[config.mk]
export PLATFORM = sky130hd
export DESIGN_NAME = edge_subset_budget_connectivity_check
export DESIGN_NICKNAME = d
export VERILOG_FILES = /design/src/rtl/esbcc_pkg.sv /design/src/rtl/edge_subset_budget_connectivity_check.sv
export SDC_FILE = /design/constraint.sdc
export NUM_CORES = 1
export LEC_CHECK = 0
export ABC_AREA = 1
export BUFFER_PORTS_ARGS = -buffer_cell sky130_fd_sc_hd__buf_2
export CAP_MARGIN = 10
export CORE_MARGIN = 3
export CORE_UTILIZATION = 40
export CTS_CLUSTER_SIZE = 28
export DETAILED_ROUTE_END_ITERATION = 10
export MAX_ROUTING_LAYER = met4
export PLACE_DENSITY = 0.58
export SYNTH_ARGS = -nofsm -noshare
export SYNTH_HDL_FRONTEND = slang
export SYNTH_SLANG_ARGS = --single-unit
[constraint.sdc]
create_clock -name clk -period 7.39 [get_ports clk]
set_input_delay 0.3695 -clock clk [delete_from_list [all_inputs] [get_ports clk]]
set_output_delay 0.3695 -clock clk [all_outputs]
set_load 0.02 [all_outputs]
[src/rtl/esbcc_pkg.sv]
// ----------------------------------------------------------------------------
// esbcc_pkg
// Shared widths, reset values, register indexes and the sequencer states of
// the edge subset budget and connectivity check.
// ----------------------------------------------------------------------------
package esbcc_pkg;

	localparam int NODE_W        = 5;
	localparam int COST_W        = 4;
	localparam int SUM_W         = 10;
	localparam int LIMIT_W       = 10;
	localparam int CFG_IDX_W     = 1;
	localparam int DEF_MAX_NODES = 32;
	localparam int DEF_MAX_EDGES = 64;

	localparam logic [SUM_W-1:0]   SUM_MAX          = {SUM_W{1'b1}};
	localparam logic [LIMIT_W-1:0] SUBWAY_LIMIT_RST = LIMIT_W'(5);
	localparam logic [LIMIT_W-1:0] TRAM_LIMIT_RST   = LIMIT_W'(11);

	typedef enum logic [CFG_IDX_W-1:0] {
		REG_SUBWAY_LIMIT = 1'b0,
		REG_TRAM_LIMIT   = 1'b1
	} cfg_reg_t;

	typedef enum logic [2:0] {
		ST_LOAD,
		ST_SEED,
		ST_SEED_WAIT,
		ST_PASS,
		ST_DONE
	} state_t;

	// Saturating accumulate of one cost into a running total.
	function automatic logic [SUM_W-1:0] sat_add(input logic [SUM_W-1:0] acc,
			input logic [COST_W-1:0] v);
		logic [SUM_W:0] s;
		s = {1'b0, acc} + (SUM_W+1)'(v);
		sat_add = s[SUM_W] ? SUM_MAX : s[SUM_W-1:0];
	endfunction

endpackage

[src/rtl/edge_subset_budget_connectivity_check.sv]
// ----------------------------------------------------------------------------
// edge_subset_budget_connectivity_check
// Loads a candidate edge set, sums both costs of the selected edges and
// checks that the touched nodes form one connected group.
// ----------------------------------------------------------------------------
// Usage:
// Edges come in on the input channel (in_valid / in_stall), one request per
// cycle while the block is loading. Selected edges add to both cost totals,
// mark their nodes and go into an endpoint memory of MAX_EDGES entries.
// The request with last_edge set starts evaluation: in_stall stays high
// while a sequencer reads the stored edges back one per cycle and grows the
// reached-node set, pass after pass, until a pass changes nothing.
// Evaluation goes through a seed state and a seed wait state, then the
// passes (at most the number of touched nodes plus one), then the done
// state; with no stored edge it goes straight to done. Each result then
// sits in the output register (out_valid / out_stall) until taken; loading
// of the next set goes on meanwhile, but its result waits in the done
// state until the previous result is taken. The user is to write the
// limits through cfg_we / cfg_index / cfg_data only while idle; the block
// itself does not enforce this. Reset clears totals, node sets and the
// edge count and sets the limits (5 and 11); endpoint memory is not cleared.
// ----------------------------------------------------------------------------
module edge_subset_budget_connectivity_check #(
	parameter int MAX_NODES = esbcc_pkg::DEF_MAX_NODES,
	parameter int MAX_EDGES = esbcc_pkg::DEF_MAX_EDGES
) (
	input  logic                            clk,
	input  logic                            arst_n,
	input  logic                            cfg_we,
	input  logic [esbcc_pkg::CFG_IDX_W-1:0] cfg_index,
	input  logic [esbcc_pkg::LIMIT_W-1:0]   cfg_data,
	input  logic                            in_valid,
	output logic                            in_stall,
	input  logic [esbcc_pkg::NODE_W-1:0]    node_a,
	input  logic [esbcc_pkg::NODE_W-1:0]    node_b,
	input  logic                            selected,
	input  logic [esbcc_pkg::COST_W-1:0]    cost_subway,
	input  logic [esbcc_pkg::COST_W-1:0]    cost_tram,
	input  logic                            last_edge,
	output logic                            out_valid,
	input  logic                            out_stall,
	output logic [esbcc_pkg::SUM_W-1:0]     total_subway,
	output logic [esbcc_pkg::SUM_W-1:0]     total_tram,
	output logic                            cost_ok,
	output logic                            connected,
	output logic                            accepted,
	output logic                            overflow
);
	import esbcc_pkg::*;

	localparam int NW = (MAX_NODES > 1) ? $clog2(MAX_NODES) : 1;
	localparam int EW = (MAX_EDGES > 1) ? $clog2(MAX_EDGES) : 1;
	localparam int CW = $clog2(MAX_EDGES + 1);
	localparam int MAP_DEPTH = 2 ** NODE_W;

	state_t state_q, state_d;

	logic [LIMIT_W-1:0]   subway_limit_q, tram_limit_q;
	logic [CW-1:0]        cnt_q, cnt_d;
	logic [CW-1:0]        rd_idx_q;
	logic [MAX_NODES-1:0] present_q, reached_q;
	logic [SUM_W-1:0]     sum_sub_q, sum_tram_q;
	logic                 ovf_q;
	logic                 changed_q;
	logic                 vld_s1;
	logic                 out_valid_q;

	logic [2*NW-1:0] edge_mem [MAX_EDGES];
	logic [2*NW-1:0] rd_data_s1;
	logic [EW-1:0]   rd_addr;
	logic            issue;
	logic            pass_end;

	logic [NW-1:0] node_map [MAP_DEPTH];
	logic [NW-1:0] a_mapped, b_mapped, ra, rb;
	logic          in_acc, store_en, fire;
	logic [SUM_W-1:0] res_sub_q, res_tram_q;
	logic             res_cost_ok_q, res_conn_q, res_ovf_q;
	logic             cost_ok_w, conn_w;

	// node number reduced modulo MAX_NODES, worked out at elaboration
	for (genvar i = 0; i < MAP_DEPTH; i++) begin : g_map
		localparam int MV = i % MAX_NODES;
		assign node_map[i] = NW'(MV);
	end

	assign a_mapped = node_map[node_a];
	assign b_mapped = node_map[node_b];
	assign ra       = rd_data_s1[2*NW-1:NW];
	assign rb       = rd_data_s1[NW-1:0];

	assign in_acc   = in_valid && !in_stall;
	assign store_en = in_acc && selected && (cnt_q < CW'(MAX_EDGES));
	assign cnt_d    = cnt_q + CW'(store_en);
	assign fire     = (state_q == ST_DONE) && !out_valid_q;
	assign pass_end = (state_q == ST_PASS) && !issue && !vld_s1;

	assign cost_ok_w = (sum_sub_q <= subway_limit_q) && (sum_tram_q <= tram_limit_q);
	assign conn_w    = &(~present_q | reached_q);

	// next state
	always_comb begin
		state_d = state_q;
		unique case (state_q)
			ST_LOAD: begin
				if (in_acc && last_edge)
					state_d = (cnt_d == '0) ? ST_DONE : ST_SEED;
			end
			ST_SEED:      state_d = ST_SEED_WAIT;
			ST_SEED_WAIT: state_d = ST_PASS;
			ST_PASS: begin
				if (pass_end && !changed_q)
					state_d = ST_DONE;
			end
			ST_DONE: begin
				if (!out_valid_q)
					state_d = ST_LOAD;
			end
			default: state_d = ST_LOAD;
		endcase
	end

	// sequencer outputs
	always_comb begin
		in_stall = 1'b1;
		rd_addr  = '0;
		issue    = 1'b0;
		unique case (state_q)
			ST_LOAD: in_stall = 1'b0;
			ST_PASS: begin
				rd_addr = rd_idx_q[EW-1:0];
				issue   = rd_idx_q < cnt_q;
			end
			default: begin
				in_stall = 1'b1;
			end
		endcase
	end

	always_ff @(posedge clk or negedge arst_n) begin
		if (!arst_n)
			state_q <= ST_LOAD;
		else
			state_q <= state_d;
	end

	always_ff @(posedge clk or negedge arst_n) begin
		if (!arst_n) begin
			subway_limit_q <= SUBWAY_LIMIT_RST;
			tram_limit_q   <= TRAM_LIMIT_RST;
		end else if (cfg_we) begin
			unique case (cfg_reg_t'(cfg_index))
				REG_SUBWAY_LIMIT: subway_limit_q <= cfg_data;
				REG_TRAM_LIMIT:   tram_limit_q   <= cfg_data;
				default: ;
			endcase
		end
	end

	// endpoint store
	always_ff @(posedge clk) begin
		if (store_en)
			edge_mem[cnt_q[EW-1:0]] <= {a_mapped, b_mapped};
		rd_data_s1 <= edge_mem[rd_addr];
	end

	always_ff @(posedge clk or negedge arst_n) begin
		if (!arst_n) begin
			cnt_q      <= '0;
			rd_idx_q   <= '0;
			present_q  <= '0;
			reached_q  <= '0;
			sum_sub_q  <= '0;
			sum_tram_q <= '0;
			ovf_q      <= 1'b0;
			changed_q  <= 1'b0;
			vld_s1     <= 1'b0;
		end else begin
			vld_s1 <= issue;
			if (in_acc && selected) begin
				sum_sub_q  <= sat_add(sum_sub_q, cost_subway);
				sum_tram_q <= sat_add(sum_tram_q, cost_tram);
				present_q  <= present_q | (MAX_NODES'(1) << a_mapped)
					| (MAX_NODES'(1) << b_mapped);
				cnt_q      <= cnt_d;
				if (!store_en)
					ovf_q <= 1'b1;
			end
			if (state_q == ST_SEED_WAIT) begin
				reached_q <= MAX_NODES'(1) << ra;
				rd_idx_q  <= '0;
				changed_q <= 1'b0;
			end
			if (issue)
				rd_idx_q <= rd_idx_q + CW'(1);
			// grow the reached set across an edge with one end reached
			if (state_q == ST_PASS && vld_s1 && (reached_q[ra] != reached_q[rb])) begin
				reached_q <= reached_q | (MAX_NODES'(1) << ra) | (MAX_NODES'(1) << rb);
				changed_q <= 1'b1;
			end
			// start another pass when the last one changed something
			if (pass_end && changed_q) begin
				rd_idx_q  <= '0;
				changed_q <= 1'b0;
			end
			if (fire) begin
				cnt_q      <= '0;
				present_q  <= '0;
				reached_q  <= '0;
				sum_sub_q  <= '0;
				sum_tram_q <= '0;
				ovf_q      <= 1'b0;
			end
		end
	end

	// result register
	always_ff @(posedge clk or negedge arst_n) begin
		if (!arst_n)
			out_valid_q <= 1'b0;
		else if (fire)
			out_valid_q <= 1'b1;
		else if (!out_stall)
			out_valid_q <= 1'b0;
	end

	always_ff @(posedge clk) begin
		if (fire) begin
			res_sub_q     <= sum_sub_q;
			res_tram_q    <= sum_tram_q;
			res_cost_ok_q <= cost_ok_w;
			res_conn_q    <= conn_w;
			res_ovf_q     <= ovf_q;
		end
	end

	assign out_valid    = out_valid_q;
	assign total_subway = res_sub_q;
	assign total_tram   = res_tram_q;
	assign cost_ok      = res_cost_ok_q;
	assign connected    = res_conn_q;
	assign accepted     = res_cost_ok_q && res_conn_q;
	assign overflow     = res_ovf_q;

	a_cnt_bound: assert property (@(posedge clk) disable iff (!arst_n)
		cnt_q <= CW'(MAX_EDGES))
		else $error("stored edge count beyond capacity");

	a_ovf_full: assert property (@(posedge clk) disable iff (!arst_n)
		ovf_q |-> (cnt_q == CW'(MAX_EDGES)))
		else $error("overflow flagged while store not full");

	a_reached_present: assert property (@(posedge clk) disable iff (!arst_n)
		(reached_q & ~present_q) == '0)
		else $error("reached node that no selected edge touches");

	a_result_from_done: assert property (@(posedge clk) disable iff (!arst_n)
		$rose(out_valid_q) |-> $past(state_q == ST_DONE))
		else $error("result raised outside the done state");

endmodule
Word level (Yosys, flattened, before mapping). Memory sizes are Yosys's and may differ from the RTL's. A register that Yosys moved wholly into a read port is not among the register bits. Cells that the tools add are included. W data, S select, Z words.

Memories: 3. Input port bits: 36. Logic and storage cells: 126. Register bits: 148. Memory bits (writable): 640. Memory bits (read-only): 320.

Memories: edge_mem (depth 64, bits a word 10, read ports 1, clocked after memory_dff 1, wr ports 1, RTL line edge_subset_budget_connectivity_check.sv:68) `logic [2*NW-1:0] edge_mem [MAX_EDGES];`; (name not given) (depth 32, bits a word 5, read ports 1, clocked after memory_dff 0, wr ports 0, RTL line edge_subset_budget_connectivity_check.sv:88) `assign b_mapped = node_map[node_b];`; (name not given) (depth 32, bits a word 5, read ports 1, clocked after memory_dff 0, wr ports 0, RTL line edge_subset_budget_connectivity_check.sv:87) `assign a_mapped = node_map[node_a];`.

Add/subtract/negate cells: 4. Reductions and logical operators: 28. Order comparisons: 8. Bitwise operators: 9. Multiplexer cells: 42. Shift operators: 4. Eq/ne operators: 10.

Operator list (count): $mux W32 (5); $or A32 B32 Y32 (5); $shl A1 B5 Y32 const A (4); $mux W10 (6); $mux W7 (5); $not A32 Y32 (1); $reduce_and A32 Y1 (1); $add A10 B4 Y11 (2); $le A10 B10 Y1 (2); $mux W5 (4); $pmux W3 S5 (1); $mux W1 (14); $logic_and A1 B1 Y1 (13); $ge A6 B6 Y1 const B (2); $lt A5 B6 Y1 const B (2); $mux W3 (4); $not A5 Y6 (2); $bmux W1 S5 (2); $reduce_bool A3 Y1 (3); $ne A2 B1 Y1 const B (4); $add A7 B1 Y7 (1); $add A7 B1 Y7 const B (1); $logic_not A7 Y1 (1); $lt A7 B7 Y1 (1); 13 further kinds (19).

Longest topological paths before layout. Gate-level depths: netlist of run 1.

Word-level depth: 9. Gate-level depth with buffers: 17. Gate-level depth less buffers: 15.

Worst setup path after synthesis of run 1. Ideal clock, no wire load.

Kind: register -> register. Start: register state_q[1]. End: memory edge_mem[11][0] in the netlist's numbering (enable). Arrival: 1973 ps. Setup time: 376 ps. Cell stages (with the launch flop): 10. Path slack: 5041 ps. Required time: 7014 ps. Path through: dfrtp_1 > nor2_1 > inv_1 > nor2_1 > nand3_2 > nor2_1 > inv_1 > nor2_1 > nand3_1 > nor2_1.

Longest elaborated chain between the ends: 6.

Ends and longest elaborated chain: start, declared (RTL line edge_subset_budget_connectivity_check.sv:56) `state_t state_q, state_d;`; start signal, assigned (RTL line edge_subset_budget_connectivity_check.sv:144) `state_q <= state_d;`; $logic_not A3 Y1 (RTL line edge_subset_budget_connectivity_check.sv:128) `unique case (state_q)`; $logic_and A1 B1 Y1 (RTL line edge_subset_budget_connectivity_check.sv:92) `assign in_acc = in_valid && !in_stall;`; $logic_and A1 B1 Y1 (2 in series) (RTL line edge_subset_budget_connectivity_check.sv:93) `assign store_en = in_acc && selected && (cnt_q < CW'(MAX_EDGES));`; $mux W1 (RTL line edge_subset_budget_connectivity_check.sv:162) `if (store_en)`; $mux W1 (implied by the code) (RTL line edge_subset_budget_connectivity_check.sv:163) `edge_mem[cnt_q[EW-1:0]] <= {a_mapped, b_mapped};`; end, declared (RTL line edge_subset_budget_connectivity_check.sv:68).

No other way between the ends.

Worst setup path in the final report of run 1.
Start: register state_q[1]. End: memory edge_mem[2][1] in the netlist's numbering (enable).

The elaborated chain is that of the path after synthesis.

==> reports/qor.txt, run 1 <==
status: completed
unrepaired setup endpoints after global routing: no
area added between synthesis and finish: 12.0%
register bit total from synthesis: 798
Worst R2R End: edge_mem[2][1]
maximum clock path buffer count: 3
top-count cell post-synth: edfxtp_1
IO Pins: 62
Routed WL: 99.5 mm
Net Sw Power: 2.86 mW
hpwl dp: 59.2 mm
first-iteration detailed-routing DRC count: 2310
vias in the first global route: 24400
Worst Path Required: 7620 ps
setup TNS: 0 ps
Clk Latency, worst-skew pair: 640 ps
# fillers: 7830
grt peak-use layer: met2
Yosys warnings: 0
sequential power share: 0.472
CP Cell Sequence: nor2_1, inv_1, nor2_1, nand3_2, nor2_1, inv_1, nor2_1, nand3_1, nor2_1
num rows: 108
share of layout cells above drive strength 1: 0.107
hold_ws: 37.2 ps
initial antenna violation count: 1
Worst Slack Setup Final: 3210 ps
average routed wire per standard cell: 23.1 um
met1 Resource Use GR: 0.299
r2r setup slk: 3210 ps
CP peak stage delay: 1130 ps
Post-CTS Setup Inserts: 0
GRT Util Overall: 0.218
synthesized area: 0.0357 mm2
Setup Skew: 36.8 ps
worst-margin pin slew: 1190 ps
CTS H-Tree Depth: 3
cell area power density: 279 mW/mm2
post-synthesis area per instance: 11.6 um2
Static Leakage: 13.6 nW
Vias per Instance: 5.72
critical path type: register to register
Yosys top cell by area: edfxtp_1
worst-path maximum fanout: 25
Remaining DRCs: 0
total core area: 0.0877 mm2
Finished Cell Area: 0.0400 mm2
largest net degree at the start of global routing: 162
root cell of the clock tree: clkbuf_16
async set-or-reset flop fraction in the synthesized netlist: 0.157
total CTS buffers: 88
pre-CTS setup slack: 3330 ps
Top FF cell, synth: edfxtp_1
Synth Net Count: 3150
Unique masters post-synth: 46
final-report max-slew violation count: 0
Post-Route Utilization: 0.456
Placer Congestion: 0.914
crit start category: register
CTS sink cnt: 798
final setup fails: 0
Seq/Total Area, Yosys: 0.651
antenna-violating nets left: 0
Setup crit start: state_q[1]
final hold violations: 0
Die ar.: 0.0929 mm2
Post-Synthesis Cells: 3075
post-cts sizing count: 0
max reg flops: 640
Post-synth top cells: edfxtp_1 (663), nand3_1 (413), nand2_1 (354)
Worst path slowest cell: nor2_1
met2 usage: 0.324
WHS Endpoint: tram_limit_q[1]
nets@finish: 3144
Max-slew headroom: 0.205
Die H: 305 um
Reg clk slew, reported paths: 60 ps
Pint: 8.28 mW
clock power share: 0.415
minimum clock period: 4180 ps
post-synth top area share: 0.558
drt pass-1 iters: 5
Worst R2R Path Depth: 9
Hold Crit Class: primary input to register
placed cell areas: 0.0369 mm2
worst r2r src: state_q[1]
Congestion Overflow GR: 0
Initial Util: 0.407
hold_sp: cfg_data[1]
Switching Share: 0.257
IO Port Bufs: 61
fmax: 239 MHz
maximum vdd drop: 0.177 mV
max_cap viols: 0
CP Capture Type: register
Critical Path AT: 4410 ps
cts hold-fix bufs: 4
CTS tree: built
Worst path most repeated cell: nor2_1
EDFF count, synth: 663
crit share post-route: 0.565
Chip Width: 305 um
hold path cells: 3
combinational power share: 0.113
M3 GR Usage: 0.0412
routed via count: 24600
synth top area cells: edfxtp_1 (56%), dfrtp_1 (8.4%), o211ai_1 (6.7%), nand3_1 (5.8%), or2_1 (4.6%)
global-route wire length before repair: 152 mm
per-layer routing:
metal | vias up | part of all wire
li1 | 11300 | -
met1 | 12200 | 0.43
met2 | 910 | 0.46
met3 | 204 | 0.077
met4 | 0 | 0.033
met5 | - | 0
power groups by stage:
stage	Sequential, mW	Combinational (mW)	Clock [mW]
final	5.26	1.26	4.62
after global routing	5.28	1.41	4.91
after CTS	5.26	1.27	4.71
after detailed placement	5.35	1.26	0
after global placement	5.34	1.23	0
after floorplan	5.30	0.847	0
through the flow:
stage	power, mW	instances
2_1_floorplan	6.14	3075
3_3_place_gp	6.57	4130
3_5_place_dp	6.61	4130
4_1_cts	11.2	4299
5_1_grt	11.6	4299
6_report	11.1	4301
critical path, delay by kind of cell (launching register included):
kind | cells | cell delay [ps]
simple gates | 7 | 3200
flops | 1 | 410
buf+inv | 2 | 180
cell families after synthesis:
group,Yosys count,synth area share
XOR/XNOR,16,0.00392
AND/OR/NAND/NOR,1330,0.186
flip-flops,798,0.651
adder cells (fa/ha/maj),39,0.0141
buffers and inverters,361,0.0432
AO/OA/AOI/OAI,531,0.102
layout make-up:
type / instances / area (um2) / share of cell area
clock inverter: 58 / 716 / 0.0179
multi-input combinational: 1916 / 10900 / 0.274
timing repair buffer: 106 / 668 / 0.0167
antenna: 2 / 5.00 / 0.000125
sequential: 798 / 23200 / 0.581
clock buffer: 107 / 2380 / 0.0594
inverter: 159 / 612 / 0.0153
tap: 1155 / 1450 / 0.0361
how the worst max path moves through the flow:
stage,end,slack (ps),depth (start not counted)
finish,edge_mem[2][1],3210,9
global route,edge_mem[58][2],3080,9
CTS,edge_mem[52][1],3330,9
detailed placement,edge_mem[52][8],3330,9
global placement,edge_mem[5][2],3360,9
floorplan,edge_mem[11][0],5040,9
placed cells by master (no fill, tap or decap), types with 5 or more instances in the layout:
master,count
edfxtp_1,663
nand3_1,413
nand2_1,354
o211ai_1,321
or2_1,263
inv_1,141
nor2_1,123
dfrtp_1,120
o21ai_0,115
clkbuf_16,90
nand4_1,83
buf_2,60
or2_2,56
buf_4,41
ha_1,37
a21oi_1,26
clkinv_1,24
o22ai_1,24
clkinv_2,16
o41ai_1,15
bufinv_16,15
nor3_1,12
xor2_1,12
clkbuf_1,11
dfxtp_1,10
a31o_2,9
a22o_1,8
nand2_2,7
clkbuf_8,6
inv_2,5
or2_0,5
inv_6,5
dfstp_2,5
No activity file was read; power rests on OpenSTA's default activity.
==> inputs of run 2 (changes only) <==
--- a/config.mk
+++ b/config.mk
@@ -5,7 +5,7 @@
 export SDC_FILE = /design/constraint.sdc
 export NUM_CORES = 1
 export LEC_CHECK = 0
-export ABC_AREA = 1
+export ABC_AREA = 0
 export BUFFER_PORTS_ARGS = -buffer_cell sky130_fd_sc_hd__buf_2
 export CAP_MARGIN = 10
 export CORE_MARGIN = 3
==> constraint.sdc (replaced) <==
create_clock -name clk -period 4 [get_ports clk]
set_input_delay 0.2 -clock clk [delete_from_list [all_inputs] [get_ports clk]]
set_output_delay 0.2 -clock clk [all_outputs]
set_load 0.02 [all_outputs]
==> run 2 against run 1 <==
Fmax increased by 21%. Core utilization increased by 0.89 points. Die area decreased by 6.4%. First-iteration DRC count increased by 4.4%. Sequential power increased by 86%.
==> reports/qor.txt, run 2 <==
status: completed
area added between synthesis and finish: 14.8%
Tot Pwr: 20.4 mW
Synth Area in Adders: 0.0151
Remaining DRCs: 0
Post-Synthesis Cells: 2500
CP Cell Sequence: and3b_1, nand4b_1, buf_4, o22ai_1, nor4_1, o21ai_1, o311a_1
non-filler cells, final: 3786
unrepaired setup endpoints after global routing: no
synth top area cells: edfxtp_1 (60%), dfrtp_1 (9.0%), nand2_1 (4.3%), mux2i_1 (3.6%), a21oi_1 (2.9%)
Clk Latency, worst-skew pair: 640 ps
post-synthesis compound-gate area fraction: 0.114
EDFF count, synth: 663
GRT Util Overall: 0.217
Yosys top cell by area: edfxtp_1
Inserted Diodes: 0
total CTS buffers: 85
share of layout cells above drive strength 1: 0.134
top-count cell post-synth: edfxtp_1
post-synthesis area per instance: 13.3 um2
Hold Crit Class: primary input to register
final-report max-slew violation count: 0
most frequent cells in the layout: edfxtp_1 (663), nand2_1 (379), a21oi_1 (193), mux2i_1 (121), buf_4 (119)
CTS tree: built
Post-CTS Setup Inserts: 0
Top FF cell, synth: edfxtp_1
Post-Route Utilization: 0.465
Placer Congestion: 0.923
max reg flops: 640
maximum clock path buffer count: 3
antenna-violating nets left: 0
Initial Util: 0.405
drt pass-1 iters: 6
hold_ws: 53.0 ps
Die ar.: 0.0869 mm2
hpwl dp: 58.8 mm
maximum vdd drop: 0.360 mV
nets@finish: 2720
clock power share: 0.380
Post-synth top cells: edfxtp_1 (663), nand2_1 (379), a21oi_1 (193)
fmax: 290 MHz
Worst path slowest cell: nand4b_1
async set-or-reset flop fraction in the synthesized netlist: 0.157
final hold violations: 0
CTS H-Tree Depth: 3
sequential power share: 0.479
worst-margin pin slew: 1190 ps
cell area power density: 533 mW/mm2
Seq/Total Area, Yosys: 0.697
routed via count: 21900
combinational power share: 0.141
# fillers: 7189
Synth Net Count: 2575
commonest non-fill, non-tap cell in the layout: edfxtp_1
initial antenna violation count: 0
first-iteration detailed-routing DRC count: 2412
synthesized area: 0.0334 mm2
worst-path maximum fanout: 21
CTS sink cnt: 798
Net Sw Power: 5.42 mW
final setup fails: 0
global-route wire length before repair: 138 mm
register bit total from synthesis: 798
root cell of the clock tree: clkbuf_16
Unique masters post-synth: 68
Max-slew headroom: 0.207
largest family of logic cells by synthesized area: compound AO/OA/AOI/OAI gates
Worst Path Required: 4580 ps
Pint: 15.0 mW
fraction of the mapped netlist area in simple logic gates: 0.0918
Chip Width: 295 um
Critical Path AT: 4030 ps
Switching Share: 0.265
total core area: 0.0824 mm2
num rows: 105
average routed wire per standard cell: 24.3 um
IO Port Bufs: 61
CP Capture Type: register
crit start category: register
minimum clock period: 3450 ps
dpl cells: 3612
max_cap viols: 0
Static Leakage: 13.2 nW
Yosys warnings: 0
multiplexer area fraction after synthesis: 0.0525
Congestion Overflow GR: 0
critical path type: register to register
Routed WL: 91.8 mm
Setup Skew: 28.1 ps
vias in the first global route: 21500
IO Pins: 62
Die H: 295 um
post-cts sizing count: 0
CP peak stage delay: 870 ps
crit share post-route: 0.863
post-synth top area share: 0.597
Synth Area in XOR/XNOR: 0.00285
Reg clk slew, reported paths: 60 ps
Vias per Instance: 5.77
largest net degree at the start of global routing: 89
setup TNS: 0 ps
==> run 2: changes by cell type in the layout (fill, tap and decap cells not counted), sizes merged, moves of 44 or more <==
cell,delta
o21a,+44
inv,-73
or2,-311
nand4,-74
mux2i,+121
o211ai,-312
a21oi,+167
o22ai,+88
nand3,-382
buf,+82
o221ai,+81
==> run 2: path summary, 6_finish.rpt <==
check / from / to / slack (ps) / cells after the start
max: state_q[2] / rd_data_s1[0] / 550 / 7
min: cost_subway[1] / sum_sub_q[1] / 50 / 4
max reg2reg: state_q[2] / rd_data_s1[0] / 550 / 7
min reg2reg: ovf_q / overflow / 450 / 0
max in group asynchronous: arst_n / rd_idx_q[0] / 2950 / 3
min in group asynchronous: arst_n / sum_sub_q[5] / 150 / 2
==> run 2: final cells by class <==
type / instances / area [um2] / share of cell area
clock buffers: 114 / 2300 / 0.0600
clock inverters: 44 / 464 / 0.0121
inverters: 78 / 293 / 0.00764
multi-input cells: 1482 / 9220 / 0.241
flip-flops and latches: 798 / 23200 / 0.607
well taps: 1070 / 1340 / 0.0349
repair buffers: 200 / 1450 / 0.0379
==> run 2: cell families after synthesis <==
group / count (synthesis)
flip-flops: 798
AND/OR/NAND/NOR: 680
AO/OA/AOI/OAI: 600
buffers and inverters: 220
multiplexers: 153
adder cells (fa/ha/maj): 39
XOR/XNOR: 10
==> run 2: repair_timing <==
item / 4_1_cts / 5_1_grt
endpoints found under the setup margin: 0 / 0
hold endpoints to repair: 72 / 0
hold buffers: 16 / 0
==> run 2: through the flow <==
| step | area [um2] | worst slack (ps) |
|---|---|---|
| 6_report | 38300 | 547 |
| 5_1_grt | 38300 | 383 |
| 4_1_cts | 38300 | 576 |
| 3_5_place_dp | 35400 | 605 |
| 3_3_place_gp | 35400 | 678 |
| 2_1_floorplan | 33400 | 1060 |
==> run 2: power by group through the flow <==
stage | sequential, mW | clock (mW) | combinational, mW
6_report | 9.80 | 7.77 | 2.87
5_1_grt | 9.84 | 8.27 | 3.14
4_1_cts | 9.79 | 7.92 | 2.88
3_5_place_dp | 9.96 | 0 | 2.85
3_3_place_gp | 9.94 | 0 | 2.79
2_1_floorplan | 9.79 | 0 | 2.06
==> run 2: per-layer routing <==
metal  share of wire  track usage  wire length, um
met5               0            -                0
met4           0.028       0.0669             2600
met3           0.077       0.0347             7080
met2            0.46        0.332            42400
met1            0.43        0.299            39800
==> run 2: worst max-delay path: cells and delay by family, from the launching register on <==
family,cells,cell delay (ps)
compound gates,3,790
buf+inv,1,540
flops,1,530
simple gates,3,1510
